$ cat config.mk
export PLATFORM = sky130hd
export DESIGN_NAME = active_alarm_table
export DESIGN_NICKNAME = d
export VERILOG_FILES = /design/src/design/aat_pkg.sv /design/src/design/active_alarm_table.sv /design/src/design/aat_scan.sv
export SDC_FILE = /design/constraint.sdc
export NUM_CORES = 1
export LEC_CHECK = 0
export BUFFER_PORTS_ARGS = -buffer_cell sky130_fd_sc_hd__buf_2
export CAP_MARGIN = 0
export CORE_ASPECT_RATIO = 1.25
export CORE_MARGIN = 4
export CORE_UTILIZATION = 50
export DETAILED_ROUTE_END_ITERATION = 6
export PLACE_DENSITY = 0.78
export SLEW_MARGIN = 30
export SYNTH_ARGS = -nofsm -noshare
export SYNTH_HDL_FRONTEND = slang
export SYNTH_SLANG_ARGS = --single-unit
$ cat constraint.sdc
create_clock -name clk -period 7.2 [get_ports clk]
set_clock_uncertainty 0.15 [all_clocks]
set_input_delay 0.72 -clock clk [delete_from_list [all_inputs] [get_ports clk]]
set_output_delay 0.72 -clock clk [all_outputs]
set_load 0.05 [all_outputs]
$ cat src/design/aat_pkg.sv
package aat_pkg;

  localparam int TableDepth = 16;
  localparam int SlotW = $clog2(TableDepth);
  localparam int CountW = $clog2(TableDepth + 1);

  localparam logic [1:0] OpRaise = 2'd0;
  localparam logic [1:0] OpClear = 2'd1;

  localparam logic [1:0] StOk = 2'd0;
  localparam logic [1:0] StNoSlot = 2'd1;
  localparam logic [1:0] StNotFound = 2'd2;
  localparam logic [1:0] StInvalid = 2'd3;

  localparam logic [1:0] SevCritical = 2'd3;
  localparam logic [2:0] KindSystem = 3'd4;
  localparam logic [2:0] KindMax = 3'd5;

  localparam logic [1:0] RegModuleCount = 2'd0;
  localparam logic [1:0] RegSystemSource = 2'd1;
  localparam logic [1:0] RegRecordFullCode = 2'd2;

  typedef struct packed {
    logic [1:0]  operation;
    logic [7:0]  source;
    logic [15:0] fault_code;
    logic [15:0] instance_req;
    logic [1:0]  severity;
    logic [2:0]  context_kind;
    logic [31:0] now_time;
  } aat_in_t;

  typedef struct packed {
    logic [1:0]  status;
    logic [3:0]  slot;
    logic        source_active;
    logic [15:0] source_top_code;
    logic        overflow_written;
    logic [4:0]  active_count;
    logic [1:0]  top_severity;
    logic [15:0] top_code;
  } aat_out_t;

  typedef struct packed {
    logic        valid;
    logic [7:0]  source;
    logic [15:0] code;
    logic [15:0] inst;
    logic [1:0]  severity;
  } aat_entry_t;

  typedef enum logic [2:0] {
    S_IDLE, S_SCAN, S_PLACE, S_SCAN2, S_PLACE2, S_CLEAR, S_SUM, S_DONE
  } aat_state_t;

endpackage

$ cat src/design/active_alarm_table.sv
// Each raise or clear runs a scan pass, a decision state, a summary pass and the
// done strobe. A raise that finds no slot (and is not the record-full code) adds a
// second scan pass and decision state that try to place the record-full alarm; an
// invalid word leaves the scan at once for the summary pass. Busy is low in idle
// after the strobe; a new word is taken only once the last is done. Reset
// (synchronous, rst high) empties the table; the receiver cannot stall.
module active_alarm_table import aat_pkg::*; (
  input  logic        clk,
  input  logic        rst,
  input  logic        start,
  output logic        busy,
  input  aat_in_t     req,
  output logic        done,
  output aat_out_t    result,
  input  logic        cfg_we,
  input  logic [1:0]  cfg_index,
  input  logic [15:0] cfg_data
);
  // Configuration registers.
  logic [7:0]  module_count;
  logic [7:0]  system_source;
  logic [15:0] record_full_code;

  always_ff @(posedge clk) begin
    if (rst) begin
      module_count     <= 8'd16;
      system_source    <= 8'd0;
      record_full_code <= 16'd1;
    end else if (cfg_we) begin
      unique case (cfg_index)
        RegModuleCount:    module_count     <= cfg_data[7:0];
        RegSystemSource:   system_source    <= cfg_data[7:0];
        RegRecordFullCode: record_full_code <= cfg_data;
        default: ;
      endcase
    end
  end

  // Table storage: key fields and valid bits are per-slot flops; the valid
  // bits clear at reset so invalid slots read as empty.
  logic [TableDepth-1:0] tv;
  logic [7:0]  tsrc  [TableDepth];
  logic [15:0] tcode [TableDepth];
  logic [15:0] tinst [TableDepth];
  logic [1:0]  tsev  [TableDepth];

  aat_state_t state, state_next;
  aat_in_t    r;
  logic [SlotW-1:0] idx;
  logic first;
  logic ovf_try;   // second placement pass for the record-full alarm
  aat_out_t res;

  // Key currently being placed.
  logic [7:0]  k_src;
  logic [15:0] k_code, k_inst;
  logic [1:0]  k_sev;
  assign k_src  = ovf_try ? system_source : r.source;
  assign k_code = ovf_try ? record_full_code : r.fault_code;
  assign k_inst = ovf_try ? 16'd0 : r.instance_req;
  assign k_sev  = ovf_try ? SevCritical : r.severity;

  aat_entry_t ent;
  always_comb begin
    ent.valid    = tv[idx];
    ent.source   = tv[idx] ? tsrc[idx] : 8'd0;
    ent.code     = tv[idx] ? tcode[idx] : 16'd0;
    ent.inst     = tv[idx] ? tinst[idx] : 16'd0;
    ent.severity = tv[idx] ? tsev[idx] : 2'd0;
  end

  logic mf, ff, sa;
  logic [SlotW-1:0] mi, fi, li;
  logic [1:0] ls, ts, ss;
  logic [CountW-1:0] cnt;
  logic [15:0] tc, sc;
  logic last;
  assign last = (idx == SlotW'(TableDepth - 1));

  aat_scan u_scan (
    .clk(clk), .start_scan(first), .idx(idx), .ent(ent),
    .key_source(k_src), .key_code(k_code), .key_inst(k_inst),
    .match_found(mf), .match_idx(mi), .free_found(ff), .free_idx(fi),
    .low_sev(ls), .low_idx(li), .count(cnt), .top_sev(ts), .top_code(tc),
    .src_active(sa), .src_sev(ss), .src_code(sc)
  );

  logic valid_msg;
  always_comb begin
    valid_msg = r.source < module_count && r.fault_code != 16'd0;
    if (r.operation == OpRaise)
      valid_msg = valid_msg && r.severity != 2'd0 && r.context_kind <= KindMax;
    else if (r.operation != OpClear)
      valid_msg = 1'b0;
  end

  // Placement decision from the finished scan.
  logic place_ok;
  logic [SlotW-1:0] place_idx;
  always_comb begin
    place_ok  = 1'b1;
    place_idx = mi;
    if (!mf) begin
      if (ff) place_idx = fi;
      else begin
        place_idx = li;
        place_ok  = k_sev > ls;
      end
    end
  end

  assign busy = (state != S_IDLE);

  always_comb begin
    state_next = state;
    unique case (state)
      S_IDLE:   if (start) state_next = S_SCAN;
      S_SCAN: begin
        if (!valid_msg) state_next = S_SUM;
        else if (last)
          state_next = (r.operation == OpRaise) ? S_PLACE : S_CLEAR;
      end
      S_PLACE:  state_next = (place_ok || r.fault_code == record_full_code)
                             ? S_SUM : S_SCAN2;
      S_SCAN2:  if (last) state_next = S_PLACE2;
      S_PLACE2: state_next = S_SUM;
      S_CLEAR:  state_next = S_SUM;
      S_SUM:    if (last) state_next = S_DONE;
      S_DONE:   state_next = S_IDLE;
      default:  state_next = S_IDLE;
    endcase
  end

  always_comb begin
    done   = (state == S_DONE);
    result = res;
    result.active_count = 5'(cnt);
    result.top_severity = ts;
    result.top_code     = tc;
  end

  // Entry write-back shares one port driven by the sequencer.
  logic we, wfresh, wclr;
  logic [SlotW-1:0] wi;
  always_comb begin
    we = 1'b0; wfresh = !mf; wclr = 1'b0; wi = place_idx;
    if ((state == S_PLACE || state == S_PLACE2) && place_ok) we = 1'b1;
    if (state == S_CLEAR && mf) begin
      we = 1'b1; wclr = 1'b1; wi = mi;
    end
  end

  logic [2:0]  tkind  [TableDepth];
  logic [31:0] tfirst [TableDepth];
  logic [31:0] tlast  [TableDepth];

  always_ff @(posedge clk) begin
    if (rst) begin
      tv <= '0;
    end else if (we) begin
      tv[wi] <= !wclr;
    end
    if (we) begin
      tsrc[wi]  <= wclr ? 8'd0 : k_src;
      tcode[wi] <= wclr ? 16'd0 : k_code;
      tinst[wi] <= wclr ? 16'd0 : k_inst;
      tsev[wi]  <= wclr ? 2'd0 : k_sev;
      tkind[wi] <= wclr ? 3'd0 : (ovf_try ? KindSystem : r.context_kind);
      tlast[wi] <= wclr ? 32'd0 : r.now_time;
      if (wclr || wfresh) tfirst[wi] <= wclr ? 32'd0 : r.now_time;
    end
  end

  always_ff @(posedge clk) begin
    if (rst) begin
      state   <= S_IDLE;
      idx     <= '0;
      first   <= 1'b0;
      ovf_try <= 1'b0;
    end else begin
      state <= state_next;
      first <= 1'b0;
      if (state == S_SCAN || state == S_SCAN2 || state == S_SUM) begin
        idx <= idx + SlotW'(1);
      end
      if (state_next == S_SCAN || state_next == S_SCAN2 ||
          state_next == S_SUM) begin
        if (state_next != state || last) begin
          idx   <= '0;
          first <= 1'b1;
        end
      end
      if (state == S_IDLE) ovf_try <= 1'b0;
      if (state == S_PLACE && state_next == S_SCAN2) ovf_try <= 1'b1;
    end
  end

  always_ff @(posedge clk) begin
    if (state == S_IDLE && start) r <= req;
    unique case (state)
      S_SCAN: res <= {StInvalid, {($bits(aat_out_t) - 2){1'b0}}};
      S_PLACE: begin
        res.status <= place_ok ? StOk : StNoSlot;
        res.slot <= place_ok ? 4'(place_idx) : 4'd0;
        res.source_active <= place_ok;
        res.source_top_code <= place_ok ? r.fault_code : 16'd0;
      end
      S_PLACE2: res.overflow_written <= place_ok;
      S_CLEAR: begin
        res.status <= mf ? StOk : StNotFound;
        res.slot <= mf ? 4'(mi) : 4'd0;
      end
      default: ;
    endcase
    // Source summary comes from the final pass after a clear.
    if (state == S_SUM && last && valid_msg && r.operation == OpClear) begin
      res.source_active   <= sa || (ent.valid && ent.source == r.source);
      res.source_top_code <= (ent.valid && ent.source == r.source &&
                              ent.severity >= ss) ? ent.code : sc;
    end
  end

  a_done_one: assert property (@(posedge clk) disable iff (rst) done |=> !done)
    else $error("done held");
  a_start_busy: assert property (@(posedge clk) disable iff (rst)
    (start && !busy) |=> busy) else $error("start not taken");
  a_cnt: assert property (@(posedge clk) disable iff (rst)
    done |-> result.active_count <= 5'(TableDepth)) else $error("count");
endmodule

$ cat src/design/aat_scan.sv
module aat_scan import aat_pkg::*; (
  input  logic                 clk,
  input  logic                 start_scan,
  input  logic [SlotW-1:0]     idx,
  input  aat_entry_t           ent,
  input  logic [7:0]           key_source,
  input  logic [15:0]          key_code,
  input  logic [15:0]          key_inst,
  output logic                 match_found,
  output logic [SlotW-1:0]     match_idx,
  output logic                 free_found,
  output logic [SlotW-1:0]     free_idx,
  output logic [1:0]           low_sev,
  output logic [SlotW-1:0]     low_idx,
  output logic [CountW-1:0]    count,
  output logic [1:0]           top_sev,
  output logic [15:0]          top_code,
  output logic                 src_active,
  output logic [1:0]           src_sev,
  output logic [15:0]          src_code
);
  // One entry is visited per cycle; start_scan marks the first entry.
  logic m, f, srcm;
  assign m = ent.valid && ent.source == key_source && ent.code == key_code &&
             ent.inst == key_inst;
  assign f = !ent.valid;
  assign srcm = ent.valid && ent.source == key_source;

  always_ff @(posedge clk) begin
    if (start_scan) begin
      match_found <= m;
      match_idx   <= idx;
      free_found  <= f;
      free_idx    <= idx;
      low_sev     <= ent.severity;
      low_idx     <= idx;
      count       <= CountW'(ent.valid);
      top_sev     <= ent.valid ? ent.severity : 2'd0;
      top_code    <= ent.valid ? ent.code : 16'd0;
      src_active  <= srcm;
      src_sev     <= srcm ? ent.severity : 2'd0;
      src_code    <= srcm ? ent.code : 16'd0;
    end else begin
      if (m && !match_found) begin
        match_found <= 1'b1;
        match_idx   <= idx;
      end
      if (f && !free_found) begin
        free_found <= 1'b1;
        free_idx   <= idx;
      end
      if (ent.severity <= low_sev) begin
        low_sev <= ent.severity;
        low_idx <= idx;
      end
      if (ent.valid) begin
        count <= count + CountW'(1);
        if (ent.severity >= top_sev) begin
          top_sev  <= ent.severity;
          top_code <= ent.code;
        end
      end
      if (srcm && ent.severity >= src_sev) begin
        src_active <= 1'b1;
        src_sev    <= ent.severity;
        src_code   <= ent.code;
      end
    end
  end
endmodule
==> results of run 1 <==
-- kinds of logic (layout without fill, tap and decap cells) --
logic type | count (synthesis) | count (layout) | synth area share (%)
DFF | 857 | 857 | 71.72
and+or+nand+nor | 401 | 401 | 5.575
muxes | 270 | 270 | 13.96
AOI/OAI and AO/OA | 257 | 257 | 4.982
buffers and inverters | 123 | 342 | 1.936
xor gates and xnor gates | 49 | 49 | 1.225
adders and majority gates | 17 | 17 | 0.6072
other | 0 | 4 | 0
-- routing by layer --
layer / global-route usage (%) / routed length (um) / share of wire [%] / vias to the layer above
met1: 29.37 / 31300 / 35 / 10074
li1: - / - / - / 8244
met2: 39.30 / 44290 / 50 / 1217
met3: 4.080 / 7798 / 8.8 / 269
met4: 12.99 / 5125 / 5.8 / 2
met5: 0 / 13 / 0.015 / -
-- final timing paths --
check	cells after the start	end	slack [ps]	startpoint
worst max-delay path	10	u_scan.match_idx[2]	1510	idx[0]
worst min-delay path	1	r[61]	110	req[61]
worst max register to register	10	u_scan.match_idx[2]	1510	idx[0]
worst min register to register	2	tv[4]	350	tv[4]
-- synthesized netlist by cell type (all sizes together) (9+ instances only) --
cell / count
edfxtp: 796
mux4: 165
nor2: 123
nand2: 105
mux2i: 97
a21oi: 66
dfxtp: 61
clkbuf: 54
o21ai: 50
buf: 47
xnor2: 39
nor3: 33
a22oi: 29
nor2b: 25
inv: 21
and3: 20
a211oi: 19
ha: 17
o22ai: 16
a22o: 14
and2: 14
nand3: 12
nand2b: 10
nand4: 10
xor2: 10
nor4: 9
-- per-stage QoR --
step           power [mW]  area, um2
2_1_floorplan       8.055      35030
3_3_place_gp        8.698      36790
3_5_place_dp        8.827      36900
4_1_cts             12.81      39380
5_1_grt             13.21      39430
6_report            12.78      39440
-- power by group through the flow --
stage                     registers, mW  logic, mW  clock network (mW)
final                              6.47       2.28                4.03
after global routing               6.50       2.43                4.28
after CTS                          6.47       2.28                4.06
after detailed placement           6.57       2.26                   0
after global placement             6.53       2.17                   0
after floorplan                    6.75       1.30                   0
-- critical path, cell delays in order (launching register included) --
cell      delay (ps)
dfxtp_4          920
mux4_1           680
o22ai_1          620
o22a_2           840
buf_4            380
nor2_1           150
xnor2_1          170
nor4_1           380
o2111a_1         340
nand4b_1         230
o21bai_1         460
-- state kept, by name (all words and copies together), names as in the netlist, 2 cells and up --
name / flops
u_scan.count: 5
state: 3
u_scan.free_idx: 4
tv: 16
u_scan.match_idx: 4
record_full_code: 16
tsev: 32
u_scan.top_sev: 2
u_scan.top_code: 16
result: 24
u_scan.src_sev: 2
idx: 4
u_scan.low_sev: 2
r: 46
u_scan.src_code: 16
tinst: 256
module_count: 8
tsrc: 128
system_source: 8
u_scan.low_idx: 4
tcode: 256
-- layout make-up --
cell class,instances,area (um2),area share (%)
antenna,4,10.01,0.02538
clock inverter,38,312.8,0.7931
clock buffer,105,2158,5.473
sequential,857,25130,63.73
tap,935,1170,2.966
multi-input combinational,994,9404,23.84
inverter,22,82.58,0.2094
timing repair buffer,177,1167,2.960
==> impl_metrics.json, run 1 <==
{
  "outcome": "completed",
  "fp.dieW_um": 244.8,
  "cts.hold.buffers_added": 0,
  "gp_congestion": 0.8334,
  "drc": 0,
  "power_frac_seq_pct": 50.6,
  "core-area_um2": 69460,
  "syn_to_final_growth_pct": 12.58,
  "drive_gt1_share_pct": 22.07,
  "grt_pass1_vias": 20037,
  "portBuffers": 116,
  "rsz0062_at_grt": "no",
  "grt_pass1_wl_mm": 130.4,
  "p_leak_nw": 12.66,
  "final_common_cell": "edfxtp_1",
  "finalSetupViolCount": 0,
  "switching_power_mw": 3.620,
  "postLayoutSetupSlackWorst_ps": 1515,
  "grt.overflow.total": 0,
  "netlist_instances": 1974,
  "syn_area_um2": 35030,
  "tightest_slew_ps": 1029,
  "final_core_util_pct": 56.78,
  "nets": 2247,
  "num_vias": 19806,
  "critical_path_class": "flop to flop",
  "grt_usage_pct": 23.54,
  "fmax_mhz": 175.9,
  "h-tree-depth": 3,
  "post_cts_resized": 0,
  "fp.dieH_um": 303.9,
  "root_buffer": "clkbuf_16",
  "grt_max_degree": 79,
  "hold_viol_final": 0,
  "ys.warnings.count": 0,
  "synth_top_area_share_pct": 68.23,
  "numCtsBuffers": 77,
  "clockBufferDepth": 3,
  "cp-end-kind": "flop",
  "clkPwrFrac_pct": 31.5,
  "num-fill-cells": 5027,
  "synth_nets": 2092,
  "worstPathMaxFanout": 44,
  "place_ws_ps": 1635,
  "ys_top_cells_by_area": "edfxtp_1, mux4_2, dfxtp_1, mux2i_1, mux4_1",
  "hold_slack_ps": 109.2,
  "critPathLaunchType": "flop",
  "dp_hpwl_mm": 54.64,
  "setup_tns_ps": 0,
  "relSlewSlack_pct": 31.21,
  "antenna_left": 0,
  "slew_violations": 0,
  "period_share_pct": 78.96,
  "via_per_inst": 6.324,
  "synth_largest_area_cell": "edfxtp_1",
  "clkSinkCount": 857,
  "synth-seq-cells": 857,
  "clock_latency_ps": 640,
  "internal_power_mw": 9.160,
  "antenna_found_initial": 5,
  "fin_cells": 3132,
  "ir_worst_vdd_mv": 0.2228,
  "drtIter0Drc": 2247,
  "start_util_pct": 50.44,
  "comb_power_share_pct": 17.9,
  "period_needed_ps": 5685,
  "synth_cell_types": 82,
  "drv_cap": 0,
  "worstPathRequired_ps": 7340,
  "first_pass_iters": 5,
  "powerDensity_nw_per_um2": 324.0,
  "async_flop_share_pct": 0,
  "wire_per_inst_um": 28.26,
  "ios": 150,
  "postCtsSetupRepairBufs": 0,
  "dieArea_um2": 74390,
  "cts_tree": "done",
  "ys_seq_area_share_pct": 71.72,
  "layout_common_cells": "edfxtp_1, mux4_2, buf_2",
  "switching_share_pct": 28.32,
  "ys.flop_type": "edfxtp_1",
  "finalWirelength_mm": 88.52,
  "dpl.cell_count": 2983,
  "cp.arrival_ps": 5820,
  "std_cell_rows": 108,
  "clk_pin_slew_ps": 60,
  "synth_edf_count": 796,
  "hold_path.class": "primary input to flop",
  "syn_area_per_cell_um2": 17.75
}
No activity file was read; power rests on OpenSTA's default activity.
==> run 2: changes to the inputs <==
==> constraint.sdc (replaced) <==
create_clock -name clk -period 5.7 [get_ports clk]
set_clock_uncertainty 0.15 [all_clocks]
set_input_delay 0.57 -clock clk [delete_from_list [all_inputs] [get_ports clk]]
set_output_delay 0.57 -clock clk [all_outputs]
set_load 0.05 [all_outputs]
==> run 2 against run 1 <==
Compared with the run above:
- hold slack got worse by 87 ps
- cell area increased by 0.93%
- count of clock-buffer cells in the layout unchanged
- non-clock buffer count increased by 47
- flip-flop and latch count unchanged
==> impl_metrics.json, run 2 (synthesized netlist as in run 1, its figures left out) <==
{
  "antennaDiodeCount": 0,
  "worstPathMaxFanout": 28,
  "clockBufferDepth": 3,
  "final_core_util_pct": 57.31,
  "outcome": "completed",
  "hold_viol_final": 0,
  "fin_total_pwr_mw": 15.98,
  "nets": 2293,
  "finalSetupViolCount": 0,
  "critPathLaunchType": "flop",
  "period_needed_ps": 5078,
  "p_leak_nw": 12.80,
  "crit_path_frequent_cell": "buf_4",
  "worstRegToRegCells": 10,
  "drive_gt1_share_pct": 21.51,
  "layout_common_cells": "edfxtp_1, mux4_2, buf_2",
  "first_pass_iters": 7,
  "cp.arrival_ps": 5180,
  "ios": 150,
  "ir_worst_vdd_mv": 0.2860,
  "reg_top3": "tcode x256, tinst x256, tsrc x128",
  "core-area_um2": 69460,
  "grt_max_degree": 64,
  "critPathTopFamily": "compound AO/OA/AOI/OAI gates",
  "clk_pin_slew_ps": 60,
  "critical_path_class": "flop to flop",
  "grt_pass1_vias": 20398,
  "clock_latency_ps": 620,
  "worstPathRequired_ps": 5800,
  "start_util_pct": 50.44,
  "fp.dieH_um": 303.9,
  "numCtsBuffers": 76,
  "clkSinkCount": 857,
  "num_vias": 20084,
  "slew_violations": 0,
  "fmax_mhz": 196.9,
  "grt_pass1_wl_mm": 131.5,
  "drc": 0,
  "final_common_cell": "edfxtp_1",
  "grt_usage_pct": 23.64,
  "fp.dieW_um": 244.8,
  "root_buffer": "clkbuf_16",
  "post_cts_resized": 0,
  "hold_slack_ps": 21.87,
  "whs_path_depth": 1,
  "drv_cap": 0,
  "syn_to_final_growth_pct": 13.62,
  "crit_buf_inv": 2,
  "drtIter0Drc": 1929,
  "relSlewSlack_pct": 35.84,
  "hold_path.class": "primary input to flop",
  "dp_hpwl_mm": 53.84,
  "portBuffers": 116,
  "powerDensity_nw_per_um2": 401.4,
  "tightest_slew_ps": 959.5,
  "rsz0062_at_grt": "no",
  "crit_cells": 10,
  "via_per_inst": 6.334,
  "wire_per_inst_um": 27.98,
  "crit_path_cell_trace": "mux2_2 -> o22ai_1 -> o22a_2 -> buf_4 -> a21oi_1 -> a211o_1 -> a2111oi_0 -> buf_4 -> nand4b_1 -> o21bai_1",
  "finalWirelength_mm": 88.73,
  "postCtsSetupRepairBufs": 0,
  "h-tree-depth": 3,
  "cp-end-kind": "flop",
  "cts_tree": "done",
  "antenna_left": 0,
  "slowest_stage": "dfxtp_4",
  "cp_slowest_stage_delay_ps": 690,
  "antenna_found_initial": 1,
  "period_share_pct": 89.10,
  "gp_congestion": 0.8897,
  "dieArea_um2": 74390,
  "std_cell_rows": 108,
  "grt.overflow.total": 0
}
run 2: cell types whose count changed in the layout (fill, tap and decap cells not counted), moves of 2 or more:
cell / previous run / this run
buf_12: 3 / 14
buf_16: 4 / 0
buf_4: 52 / 54
bufinv_16: 4 / 2
clkbuf_1: 21 / 23
clkbuf_16: 82 / 79
clkinv_2: 15 / 11
clkinv_8: 0 / 2
diode_2: 4 / 0
dlygate4sd3_1: 0 / 41
nor2_1: 99 / 101
run 2: final timing paths:
kind	start	slack, ps	to
worst min register to register	record_full_code[8]	350	record_full_code[8]
worst max register to register	idx[1]	620	u_scan.match_idx[1]
worst min-delay path	req[50]	20	r[50]
worst max-delay path	idx[1]	620	u_scan.match_idx[1]
run 2: layout make-up:
class | count | area (um2)
clock buffer | 105 | 2105
clock inverter | 34 | 249.0
fill | 5006 | 29650
inverter | 22 | 82.58
multi-input combinational | 994 | 9393
sequential | 857 | 25130
tap | 935 | 1170
timing repair buffer | 224 | 1672
run 2: timing repair:
| action | in CTS | in global routing |
|---|---|---|
| hold buffers | 41 | 0 |
| endpoints found under the hold margin | 41 | 0 |
| endpoints found under the setup margin | 0 | 0 |
run 2: power breakdown:
part | switching (mW) | leakage (nW) | internal, mW | total (mW)
combinational | 2.04 | 3.90 | 0.901 | 2.94
sequential | 0.302 | 7.76 | 7.83 | 8.14
clock | 2.21 | 1.14 | 2.69 | 4.90
run 2: through the flow:
| step | instance area (um2) | setup WS, ps | cells | TNS (ps) |
|---|---|---|---|---|
| floorplan | 35050 | -346.1 | 1974 | -143300 |
| global placement | 37010 | 955.6 | 2991 | 0 |
| detailed placement | 37020 | 746.2 | 2991 | 0 |
| CTS | 39780 | 722.7 | 3171 | 0 |
| global route | 39800 | 433.7 | 3171 | 0 |
| finish | 39800 | 621.5 | 3171 | 0 |
run 2: routing by layer:
metal | up-vias | GRT usage (%) | part of all wire, %
met5 | - | 0 | 0.015
li1 | 8336 | - | -
met2 | 1248 | 38.80 | 49
met3 | 282 | 4.080 | 9.5
met4 | 2 | 12.94 | 5.9
met1 | 10216 | 30.18 | 35
==> run 3: changes to the inputs <==
--- a/config.mk
+++ b/config.mk
@@ -5,6 +5,7 @@
 export SDC_FILE = /design/constraint.sdc
 export NUM_CORES = 1
 export LEC_CHECK = 0
+export ABC_AREA = 1
 export BUFFER_PORTS_ARGS = -buffer_cell sky130_fd_sc_hd__buf_2
 export CAP_MARGIN = 0
 export CORE_ASPECT_RATIO = 1.25
==> run 3 against run 2 <==
Compared with the run above:
- hold slack gained 23 ps
- first-iteration DRC count is 47% higher
- routed wire length increased by 1.2%
==> impl_metrics.json, run 3 <==
{
  "worstPathRequired_ps": 5800,
  "outcome": "completed",
  "cp.arrival_ps": 4770,
  "rsz0062_at_grt": "no",
  "first_pass_iters": 5,
  "synth_xor_area_share_pct": 0.3547,
  "grt_pass1_vias": 25460,
  "antenna_found_initial": 0,
  "gp_congestion": 0.8621,
  "core-area_um2": 73330,
  "layout_common_cells": "nand2_1, edfxtp_1, nor2_1",
  "finalWirelength_mm": 89.81,
  "fmax_mhz": 213.9,
  "setup_tns_ps": 0,
  "hold_path.class": "primary input to flop",
  "crit_path_frequent_cell": "nand2_1",
  "cts_tree": "done",
  "fin_total_pwr_mw": 17.30,
  "syn_area_per_cell_um2": 10.32,
  "ys_seq_area_share_pct": 67.82,
  "clk_pin_slew_ps": 60,
  "synth_commonest_cells": "nand2_1, edfxtp_1, nor2_1",
  "grt_pass1_wl_mm": 137.8,
  "slew_violations": 0,
  "std_cell_rows": 111,
  "synth_cell_types": 37,
  "worstRegToRegCells": 14,
  "grt.overflow.total": 0,
  "fp.dieW_um": 251.5,
  "post_cts_resized": 0,
  "syn_area_um2": 37040,
  "drtIter0Drc": 2843,
  "synth-seq-cells": 857,
  "worst_hold_path.endpoint": "record_full_code[15]",
  "whs_path_depth": 3,
  "period_needed_ps": 4674,
  "critPathLaunchType": "flop",
  "grt_usage_pct": 22.34,
  "drv_cap": 0,
  "synth_fa_ha_area_share_pct": 0.5742,
  "final_common_cell": "nand2_1",
  "dieArea_um2": 78530,
  "powerDensity_nw_per_um2": 416.4,
  "ff2ff_setup_slack_ps": 1030,
  "synth_nets": 3706,
  "cts.hold.buffers_added": 46,
  "start_util_pct": 50.52,
  "worstPathMaxFanout": 87,
  "reg_top3": "tcode x256, tinst x256, tsrc x128",
  "critical_path_class": "flop to flop",
  "ios": 150,
  "synthSimpleGateAreaFrac_pct": 18.83,
  "crit_path_cell_trace": "buf_4 -> buf_4 -> nor2_1 -> nor2_1 -> o21ai_0 -> nand3_1 -> nand3_1 -> nand2_1 -> nand3_1 -> nand2_1 -> nand2_1 -> nor2_1 -> nand4_1 -> nand2_1",
  "ir_worst_vdd_mv": 0.3216,
  "worstReg2RegStart": "idx[0]",
  "drc": 0,
  "root_buffer": "clkbuf_16",
  "nets": 3825,
  "worstReg2RegEnd": "u_scan.src_code[15]",
  "cp_slowest_stage_delay_ps": 830,
  "min_from": "cfg_data[15]",
  "period_share_pct": 82.00,
  "synth_top_family_by_area": "simple AND/OR/NAND/NOR gates",
  "ys_top_cells_by_area": "edfxtp_1, nand2_1, nor2_1, o21ai_0, inv_1",
  "postCtsSetupRepairBufs": 0,
  "synth_largest_area_cell": "edfxtp_1",
  "numCtsBuffers": 81,
  "final_core_util_pct": 56.64,
  "synthMostInstantiatedCell": "nand2_1",
  "fp.dieH_um": 312.3,
  "cp-startpoint": "idx[0]",
  "num_vias": 26161,
  "synth_edf_count": 796,
  "drive_gt1_share_pct": 8.508,
  "relSlewSlack_pct": 37.11,
  "clock_latency_ps": 630,
  "syn_to_final_growth_pct": 12.13,
  "ys.warnings.count": 0,
  "via_per_inst": 5.527,
  "h-tree-depth": 3,
  "cp-end-kind": "flop",
  "netlist_instances": 3588,
  "postLayoutSetupSlackWorst_ps": 1026,
  "slowest_stage": "buf_4",
  "clkSinkCount": 857,
  "antenna_left": 0,
  "hold_viol_final": 0,
  "grt_max_degree": 221,
  "synth_top_area_share_pct": 64.53,
  "dp_hpwl_mm": 50.61,
  "tightest_slew_ps": 933.5,
  "synth_compound_area_share_pct": 6.225,
  "p_leak_nw": 16.25,
  "portBuffers": 116,
  "async_flop_share_pct": 0,
  "finalSetupViolCount": 0,
  "clockBufferDepth": 3,
  "synthMuxAreaShare_pct": 0,
  "wire_per_inst_um": 18.98,
  "ys.flop_type": "edfxtp_1",
  "place_ws_ps": 1161,
  "antennaDiodeCount": 0
}
run 3: changes by cell type after synthesis, sizes merged, moves of 20 or more:
cell / delta
nand3: +209
nor2: +413
nor2b: -25
and3: -20
nand2: +807
nor3: -28
mux2i: -97
o211ai: +28
mux4: -165
buf: +80
a22oi: -29
inv: +336
o21ai: +284
xnor2: -27
run 3: logic make-up (layout without fill, tap and decap cells):
kind of cell	count (synthesis)	in the layout
AO/OA/AOI/OAI	436	436
XOR/XNOR	15	15
adder cells (fa/ha/maj)	17	17
buffers and inverters	532	717
flip-flops	857	857
AND/OR/NAND/NOR	1731	1731
run 3: worst max-delay path by stage:
stage               slack [ps]  depth (start not counted)                   to
detailed placement        1160                         14   u_scan.src_code[6]
global placement          1220                         14  u_scan.src_code[11]
global route               780                         14  u_scan.src_code[14]
CTS                       1110                         14  u_scan.src_code[13]
finish                    1030                         14  u_scan.src_code[15]
floorplan                  920                         16               tv[11]
run 3: stage by stage:
step                      instances  hold WS, ps  cell area (um2)
final                          4733        44.54            41530
after global placement         4537        289.1            38500
after detailed placement       4537        305.0            38500
after global routing           4733        49.10            41530
after floorplan                3588        274.5            37040
after CTS                      4732        21.84            41500
run 3: cell type report:
| cell class | count | area, um2 |
|---|---|---|
| clock buffer | 107 | 2227 |
| tap | 960 | 1201 |
| inverter | 359 | 1358 |
| timing repair buffer | 209 | 1546 |
| clock inverter | 42 | 314.1 |
| multi-input combinational | 2199 | 9756 |
| fill | 5777 | 31800 |
| sequential | 857 | 25130 |
run 3: worst max-delay path: cells and delay by family, from the launching register on:
family	cells	cell delay (ps)
buffers and inverters	2	1420
AO/OA/AOI/OAI	1	100
AND/OR/NAND/NOR	11	2100
flip-flops	1	460
run 3: routing by layer:
| layer | vias up | share of wire [%] | wire (um) | GRT usage, % |
|---|---|---|---|---|
| met2 | 1238 | 50 | 44780 | 38.42 |
| met4 | 0 | 5.3 | 4759 | 11.73 |
| met5 | - | 0 | 0 | 0 |
| met1 | 12448 | 37 | 33290 | 27.48 |
| li1 | 12193 | - | - | - |
| met3 | 282 | 7.8 | 6981 | 3.146 |
run 3: where the power goes:
group	total, mW	switching (mW)	internal [mW]
clock	5.17	2.27	2.90
sequential	7.96	0.207	7.75
combinational	4.16	3.14	1.03
total	17.3	5.62	11.7
